--- src/rtl/b64c_pkg.sv ---
// ----------------------------------------------------------------------------
// b64c_pkg
// Shared types, constants and alphabet functions of the base64 codec.
// ----------------------------------------------------------------------------
package b64c_pkg;

    // mode register values
    localparam logic MODE_ENCODE = 1'b0;
    localparam logic MODE_DECODE = 1'b1;

    // pad character '='
    localparam logic [7:0] CHAR_PAD = 8'h3D;

    // items held in one group
    localparam int GROUP_BYTES = 4;

    // one group of work handed from the front to the back
    typedef struct packed {
        logic                               mode;    // encode or decode
        logic [GROUP_BYTES-1:0][7:0]        bytes;   // group, unfilled slots zero
        logic [2:0]                         n_data;  // chars before pad / bytes out
        logic                               last;    // message ends with this group
    } t_job;

    // queue status seen by the front and the back
    typedef struct packed {
        logic full;
        logic empty;
    } t_q_stat;

    // sextet to alphabet character
    function automatic logic [7:0] enc_char(input logic [5:0] s);
        logic [7:0] c;
        if (s < 6'd26) begin
            c = 8'd65 + {2'b00, s};
        end else if (s < 6'd52) begin
            c = 8'd71 + {2'b00, s};
        end else if (s < 6'd62) begin
            c = {2'b00, s} - 8'd4;
        end else if (s == 6'd62) begin
            c = 8'h2B;
        end else begin
            c = 8'h2F;
        end
        return c;
    endfunction

    // alphabet character to sextet, 255 for anything outside the alphabet
    function automatic logic [7:0] dec_sextet(input logic [7:0] c);
        logic [7:0] v;
        if (c >= 8'h41 && c <= 8'h5A) begin
            v = c - 8'd65;
        end else if (c >= 8'h61 && c <= 8'h7A) begin
            v = c - 8'd71;
        end else if (c >= 8'h30 && c <= 8'h39) begin
            v = c + 8'd4;
        end else if (c == 8'h2B) begin
            v = 8'd62;
        end else if (c == 8'h2F) begin
            v = 8'd63;
        end else begin
            v = 8'd255;
        end
        return v;
    endfunction

endpackage

--- src/rtl/base64_codec_core.sv ---
// ----------------------------------------------------------------------------
// base64_codec_core
// Streaming base64 encoder and decoder, mode selected by a one-bit register.
// ----------------------------------------------------------------------------
// Input items are taken at one per cycle while the queue has room. The front
// gathers a group and, when it is complete or the message ends, passes it
// through a QUEUE_DEPTH-entry queue to the back, which sends one result item
// per cycle, unless the output stalls, through an output register. Encoding
// turns three bytes into four characters, so a steady byte stream is limited
// by the output side; decoding runs at one character per cycle while the
// queue has room. A finished group is written into the queue, and its first
// result is then loaded into the output register. Writing the mode register
// drops any partial group; write it only while idle.
module base64_codec_core
    import b64c_pkg::*;
#(
    parameter int QUEUE_DEPTH = 2
) (
    input  logic       i_clk,
    input  logic       i_rst_n,
    // input stream
    input  logic       i_s_tvalid,
    output logic       o_s_tready,
    input  logic [7:0] i_s_tdata,   // [7:0] in_byte
    input  logic       i_s_tlast,
    // output stream
    output logic       o_m_tvalid,
    input  logic       i_m_tready,
    output logic [7:0] o_m_tdata,   // [7:0] out_byte
    output logic       o_m_tlast,
    // mode register write
    input  logic       i_cfg_valid,
    output logic       o_cfg_ready,
    input  logic       i_cfg_data
);

    logic    push;
    logic    pop;
    t_job    job;
    t_job    head;
    t_q_stat q_stat;
    logic    cfg_we;

    assign o_cfg_ready = 1'b1;
    assign cfg_we      = i_cfg_valid && o_cfg_ready;

    // group collection
    b64c_front u_front (
        .i_clk      (i_clk),
        .i_rst_n    (i_rst_n),
        .i_valid    (i_s_tvalid),
        .o_ready    (o_s_tready),
        .i_byte     (i_s_tdata),
        .i_last     (i_s_tlast),
        .i_cfg_we   (cfg_we),
        .i_cfg_mode (i_cfg_data),
        .i_q_stat   (q_stat),
        .o_push     (push),
        .o_job      (job)
    );

    // group queue
    b64c_queue #(
        .DEPTH (QUEUE_DEPTH)
    ) u_queue (
        .i_clk   (i_clk),
        .i_rst_n (i_rst_n),
        .i_push  (push),
        .i_job   (job),
        .i_pop   (pop),
        .o_head  (head),
        .o_stat  (q_stat)
    );

    // result generation
    b64c_back u_back (
        .i_clk    (i_clk),
        .i_rst_n  (i_rst_n),
        .i_head   (head),
        .i_q_stat (q_stat),
        .o_pop    (pop),
        .o_valid  (o_m_tvalid),
        .i_ready  (i_m_tready),
        .o_byte   (o_m_tdata),
        .o_last   (o_m_tlast)
    );

endmodule

--- src/rtl/b64c_front.sv ---
// ----------------------------------------------------------------------------
// b64c_front
// Accepts input items, gathers groups and hands finished groups to the queue.
// ----------------------------------------------------------------------------
module b64c_front
    import b64c_pkg::*;
(
    input  logic       i_clk,
    input  logic       i_rst_n,
    // input item
    input  logic       i_valid,
    output logic       o_ready,
    input  logic [7:0] i_byte,
    input  logic       i_last,
    // mode register write
    input  logic       i_cfg_we,
    input  logic       i_cfg_mode,
    // queue side
    input  t_q_stat    i_q_stat,
    output logic       o_push,
    output t_job       o_job
);

    logic                         r_mode;
    logic [1:0]                   r_cnt;
    logic                         r_pad;
    logic [GROUP_BYTES-1:0][7:0]  r_grp;

    logic       accept;
    logic       stored;
    logic       grp_full;
    logic       full;
    logic [2:0] cnt_after;
    logic       push;
    logic [1:0] n_cnt;
    logic       n_pad;

    assign o_ready = !i_q_stat.full;
    assign accept  = i_valid && o_ready;

    // classify the item and build the group it may complete
    always_comb begin
        stored    = (r_mode == MODE_ENCODE) || (!r_pad && i_byte != CHAR_PAD);
        grp_full  = (r_mode == MODE_ENCODE) ? (r_cnt == 2'd2) : (r_cnt == 2'd3);
        full      = stored && grp_full;
        cnt_after = {1'b0, r_cnt} + {2'b00, stored};

        for (int i = 0; i < GROUP_BYTES; i++) begin
            if (i < r_cnt) begin
                o_job.bytes[i] = r_grp[i];
            end else if (i == r_cnt && stored) begin
                o_job.bytes[i] = i_byte;
            end else begin
                o_job.bytes[i] = 8'h00;
            end
        end
        o_job.mode = r_mode;
        o_job.last = i_last;

        if (r_mode == MODE_ENCODE) begin
            push         = full || i_last;
            o_job.n_data = full ? 3'd4 : cnt_after + 3'd1;
        end else begin
            push         = full || (i_last && cnt_after >= 3'd2);
            o_job.n_data = full ? 3'd3 : cnt_after - 3'd1;
        end

        n_cnt = (full || i_last) ? 2'd0 : cnt_after[1:0];
        n_pad = i_last ? 1'b0 : (r_pad || (r_mode == MODE_DECODE && i_byte == CHAR_PAD));
    end

    assign o_push = accept && push;

    // group state
    always_ff @(posedge i_clk) begin
        if (!i_rst_n) begin
            r_mode <= MODE_ENCODE;
            r_cnt  <= 2'd0;
            r_pad  <= 1'b0;
        end else if (i_cfg_we) begin
            r_mode <= i_cfg_mode;
            r_cnt  <= 2'd0;
            r_pad  <= 1'b0;
        end else if (accept) begin
            r_cnt <= n_cnt;
            r_pad <= n_pad;
        end
    end

    // group bytes
    always_ff @(posedge i_clk) begin
        if (accept && stored) begin
            r_grp[r_cnt] <= i_byte;
        end
    end

endmodule

--- src/rtl/b64c_queue.sv ---
// ----------------------------------------------------------------------------
// b64c_queue
// Short first-in first-out queue of groups between the front and the back.
// ----------------------------------------------------------------------------
module b64c_queue
    import b64c_pkg::*;
#(
    parameter int DEPTH = 2
) (
    input  logic    i_clk,
    input  logic    i_rst_n,
    input  logic    i_push,
    input  t_job    i_job,
    input  logic    i_pop,
    output t_job    o_head,
    output t_q_stat o_stat
);

    localparam int PW = (DEPTH > 1) ? $clog2(DEPTH) : 1;
    localparam int CW = $clog2(DEPTH + 1);

    t_job          r_mem [DEPTH];
    logic [PW-1:0] r_wr;
    logic [PW-1:0] r_rd;
    logic [CW-1:0] r_count;

    assign o_head       = r_mem[r_rd];
    assign o_stat.full  = (r_count == CW'(DEPTH));
    assign o_stat.empty = (r_count == '0);

    // pointers and fill count
    always_ff @(posedge i_clk) begin
        if (!i_rst_n) begin
            r_wr    <= '0;
            r_rd    <= '0;
            r_count <= '0;
        end else begin
            if (i_push) begin
                r_wr <= (r_wr == PW'(DEPTH - 1)) ? '0 : r_wr + 1'b1;
            end
            if (i_pop) begin
                r_rd <= (r_rd == PW'(DEPTH - 1)) ? '0 : r_rd + 1'b1;
            end
            if (i_push && !i_pop) begin
                r_count <= r_count + 1'b1;
            end else if (!i_push && i_pop) begin
                r_count <= r_count - 1'b1;
            end
        end
    end

    // entry storage
    always_ff @(posedge i_clk) begin
        if (i_push) begin
            r_mem[r_wr] <= i_job;
        end
    end

endmodule

--- src/rtl/b64c_back.sv ---
// ----------------------------------------------------------------------------
// b64c_back
// Turns queued groups into result items, one per cycle while the output is not stalled, into an output register.
// ----------------------------------------------------------------------------
module b64c_back
    import b64c_pkg::*;
(
    input  logic       i_clk,
    input  logic       i_rst_n,
    // queue side
    input  t_job       i_head,
    input  t_q_stat    i_q_stat,
    output logic       o_pop,
    // result item
    output logic       o_valid,
    input  logic       i_ready,
    output logic [7:0] o_byte,
    output logic       o_last
);

    logic [1:0] r_idx;
    logic       r_vld;
    logic [7:0] r_byte;
    logic       r_last;

    logic       load;
    logic       take;
    logic [1:0] last_idx;
    logic [5:0] sext;
    logic [7:0] enc_out;
    logic [7:0] v0, v1, v2, v3;
    logic [7:0] dec_out;
    logic [7:0] n_byte;

    // result for the current position of the head group
    always_comb begin
        case (r_idx)
            2'd0:    sext = i_head.bytes[0][7:2];
            2'd1:    sext = {i_head.bytes[0][1:0], i_head.bytes[1][7:4]};
            2'd2:    sext = {i_head.bytes[1][3:0], i_head.bytes[2][7:6]};
            default: sext = i_head.bytes[2][5:0];
        endcase
        enc_out = ({1'b0, r_idx} < i_head.n_data) ? enc_char(sext) : CHAR_PAD;

        v0 = dec_sextet(i_head.bytes[0]);
        v1 = dec_sextet(i_head.bytes[1]);
        v2 = dec_sextet(i_head.bytes[2]);
        v3 = dec_sextet(i_head.bytes[3]);
        case (r_idx)
            2'd0:    dec_out = {v0[5:0], v1[5:4]};
            2'd1:    dec_out = {v1[3:0], v2[5:2]};
            default: dec_out = {v2[1:0], 6'b000000} + v3;
        endcase

        n_byte   = (i_head.mode == MODE_ENCODE) ? enc_out : dec_out;
        last_idx = (i_head.mode == MODE_ENCODE) ? 2'd3 : i_head.n_data[1:0] - 2'd1;
    end

    assign load  = !r_vld || i_ready;
    assign take  = load && !i_q_stat.empty;
    assign o_pop = take && (r_idx == last_idx);

    // position counter and output valid
    always_ff @(posedge i_clk) begin
        if (!i_rst_n) begin
            r_idx <= 2'd0;
            r_vld <= 1'b0;
        end else begin
            if (load) begin
                r_vld <= !i_q_stat.empty;
            end
            if (take) begin
                r_idx <= (r_idx == last_idx) ? 2'd0 : r_idx + 2'd1;
            end
        end
    end

    // output payload
    always_ff @(posedge i_clk) begin
        if (take) begin
            r_byte <= n_byte;
            r_last <= i_head.last && (r_idx == last_idx);
        end
    end

    assign o_valid = r_vld;
    assign o_byte  = r_byte;
    assign o_last  = r_last;

endmodule

--- config.mk ---
export PLATFORM = sky130hd
export DESIGN_NAME = base64_codec_core
export DESIGN_NICKNAME = d
export VERILOG_FILES = /design/src/rtl/b64c_pkg.sv /design/src/rtl/base64_codec_core.sv /design/src/rtl/b64c_front.sv /design/src/rtl/b64c_queue.sv /design/src/rtl/b64c_back.sv
export SDC_FILE = /design/constraint.sdc
export NUM_CORES = 1
export LEC_CHECK = 0
export BUFFER_PORTS_ARGS = -buffer_cell sky130_fd_sc_hd__buf_2
export CORE_MARGIN = 1
export CORE_UTILIZATION = 35
export CTS_CLUSTER_SIZE = 20
export DETAILED_ROUTE_END_ITERATION = 10
export GPL_ROUTABILITY_DRIVEN = 0
export PLACE_DENSITY = 0.54
export SYNTH_ARGS = -nofsm -noshare
export SYNTH_HDL_FRONTEND = slang
export SYNTH_SLANG_ARGS = --single-unit
--- constraint.sdc ---
create_clock -name i_clk -period 7.9 [get_ports i_clk]
set_input_delay 1.58 -clock i_clk [delete_from_list [all_inputs] [get_ports i_clk]]
set_output_delay 1.58 -clock i_clk [all_outputs]
set_load 0.03 [all_outputs]
==> metrics.csv <==
metric;value;unit
outcome;complete, no violations;
Synth area leaders;edfxtp_1 41%, ha_1 8.5%, mux2i_1 3.6%;
setup_tns;0;ps
Synth area leader;edfxtp_1;
vias in the first global route;5637;
Antenna Cells;0;
Setup violations, final;0;
global route overflow;0;
Tot GR Track Use;0.176;
post-synth cell types;84;
synth warn;0;
minimum clock period;5290;ps
share of post-route cells with drive strength above 1;0.138;
Final ANT Viol Nets;0;
setup bufs post-CTS;0;
Synth Area in Adders;0.0855;
# hold bufs at CTS;0;
CP Capture Type;flop;
CP max FO;38;
main combinational cell family by area after synthesis;compound AO/OA/AOI/OAI gates;
Tightest Pin Transition;1070;ps
period utilization;0.669;
Port Buf Inserts;25;
Clk Latency, worst-skew pair;420;ps
Static Leakage;3.18;nW
number of flops mapped to enable cells by yosys;107;
CTS Buffer Depth;2;
RSZ-0062 raised after global routing;false;
HP Class;flop to flop;
CTS sink cnt;119;
power density cells;235;nW/um2
Final HPWL DP;14600;um
critical path data required time;7930;ps
top cell type's share of synthesized area;0.414;
via count;5893;
Mapped Area;7760;um2
# resized after CTS;0;
crit path DAT;5320;ps
Cell Rows;54;
top_reg_cell synth;edfxtp_1;
skew final;17.9;ps
Area growth syn-to-layout;12.2;%
post-synthesis xor/xnor area fraction;0.0311;
share of the yosys chip area belonging to registers;0.445;
H-tree Lvls;4;
mux cell area share after synthesis;0.0716;
CTS tree;built;
largest net degree at the start of global routing;61;
Max-cap violations;0;
internal power;1.38;mW
Post-Synth Simple-Gate Area;0.154;
fin nets;822;
Top Ports;27;
Gate power share;0.281;
Worst slew margin;0.283;
ys async rst share;0;
final hold vios;0;
CTS Root Cell;clkbuf_16;
Die H;151;um
vias per cell;5.63;
final WL;19200;um
TritonCTS buffer count;17;
Seq cells post-synth;119;
Flop pwr share;0.371;
Peak supply drop;0.000193;V
Switching Power;669;uW
Fmax;189;MHz
average cell area after synthesis;10.7;um2
Synth Instances;727;
routed len/inst;18.3;um
Core ar.;21800;um2
die area;22800;um2
Crit Path Class;input port to flop;
Syn Nets;795;
drt first pass iters;7;
die extent in x;151;um
final hold slack;530;ps
most frequent cells in the layout;107 x edfxtp_1, 59 x nand2_1, 53 x ha_1;
Clk pin slew, worst setup/hold paths;60;ps
global-route wire length before repair;30400;um
Sw Share;0.327;
starting DRC count in detailed routing;515;
Filler cells;2100;
initial antenna violation count;0;
Slew Limit Fails;0;
clock share of power;0.348;
DRC violations left;0;
initial core utilization;0.357;
Worst Setup Start Kind;input port;
Synth Area in Compound Gates;0.176;
commonest non-fill, non-tap cell in the layout;edfxtp_1;
-- power by group through the flow --
| stage | Clock, mW | Combinational (mW) | Sequential, mW |
|---|---|---|---|
| floorplan | 0 | 0.397 | 0.791 |
| CTS | 0.728 | 0.570 | 0.759 |
| global route | 0.754 | 0.629 | 0.763 |
| global placement | 0 | 0.558 | 0.770 |
| detailed placement | 0 | 0.566 | 0.772 |
| finish | 0.713 | 0.575 | 0.759 |
-- stage by stage --
stage	util	std cells	power (mW)	setup slack [ps]	instance area, um2
global route	0.400	1047	2.15	2160	8710
floorplan	-	727	1.19	1850	7760
global placement	0.375	1015	1.33	2360	8150
detailed placement	0.375	1015	1.34	2170	8150
finish	0.400	1047	2.05	2610	8710
CTS	0.400	1047	2.06	2570	8710
-- synth_stat cells, drive strengths merged, types with 9 or more instances --
cell type / instances
nand2b: 11
o21ai: 42
nand2: 59
inv: 43
and2: 11
and3: 13
clkbuf: 9
nor3: 18
nor2: 32
buf: 11
dfxtp: 12
edfxtp: 107
a211oi: 10
nand3: 23
nor2b: 15
a21oi: 36
xnor2: 20
a22o: 17
ha: 53
mux2: 14
mux2i: 35
-- logic make-up after synthesis --
family	count (synthesis)
xor gates and xnor gates	26
buffers and inverters	63
and+or+nand+nor	226
AOI/OAI and AO/OA	190
muxes	49
other	1
adders and majority gates	53
DFF	119
-- sequential cells by signal, indices dropped and copies added, names as in the netlist, named ones only --
name / count
u_front.r_grp: 24
u_queue.r_mem: 74
u_front.r_mode: 1
u_back.r_idx: 2
u_back.o_byte: 8
u_front.r_cnt: 2
u_front.r_pad: 1
u_queue.r_rd: 1
u_back.o_last: 1
u_queue.r_wr: 1
u_back.o_valid: 1
u_queue.r_count: 2
-- final cells by class --
cell class                      count  area, um2  share of cell area
Multi-Input combinational cell    545       4040               0.463
Sequential cell                   119       3460               0.397
Clock buffer                       17        425              0.0489
Tap cell                          280        350              0.0402
Inverter                           43        161              0.0185
Timing Repair Buffer               28        148              0.0170
Clock inverter                     15        129              0.0148
-- metal layers --
metal	vias up	routed length (um)	GRT usage
met5	-	0	0
met4	0	409	0.0605
met3	29	905	0.0361
met2	197	8630	0.268
met1	2836	9260	0.246
li1	2831	-	-
-- worst max-delay path: stages --
cell,delay (ps)
buf_2,160
and4b_1,210
a21oi_1,340
nand2b_1,530
ha_1,280
inv_1,50
ha_1,290
ha_1,150
inv_1,40
o21ai_0,180
nor2_1,60
a211oi_1,450
nor2b_4,960
-- worst paths after layout --
check	start	endpoint	slack (ps)	cells past startpoint
worst max register to register	flop	u_back.o_byte[6]	3170	13
worst max-delay path	i_s_tdata[6]	u_queue.r_mem[0][34]	2610	13
worst min register to register	u_front.r_pad	u_front.r_pad	530	2
worst min-delay path	u_front.r_pad	u_front.r_pad	530	2
Power figures use the tool's default switching activity.
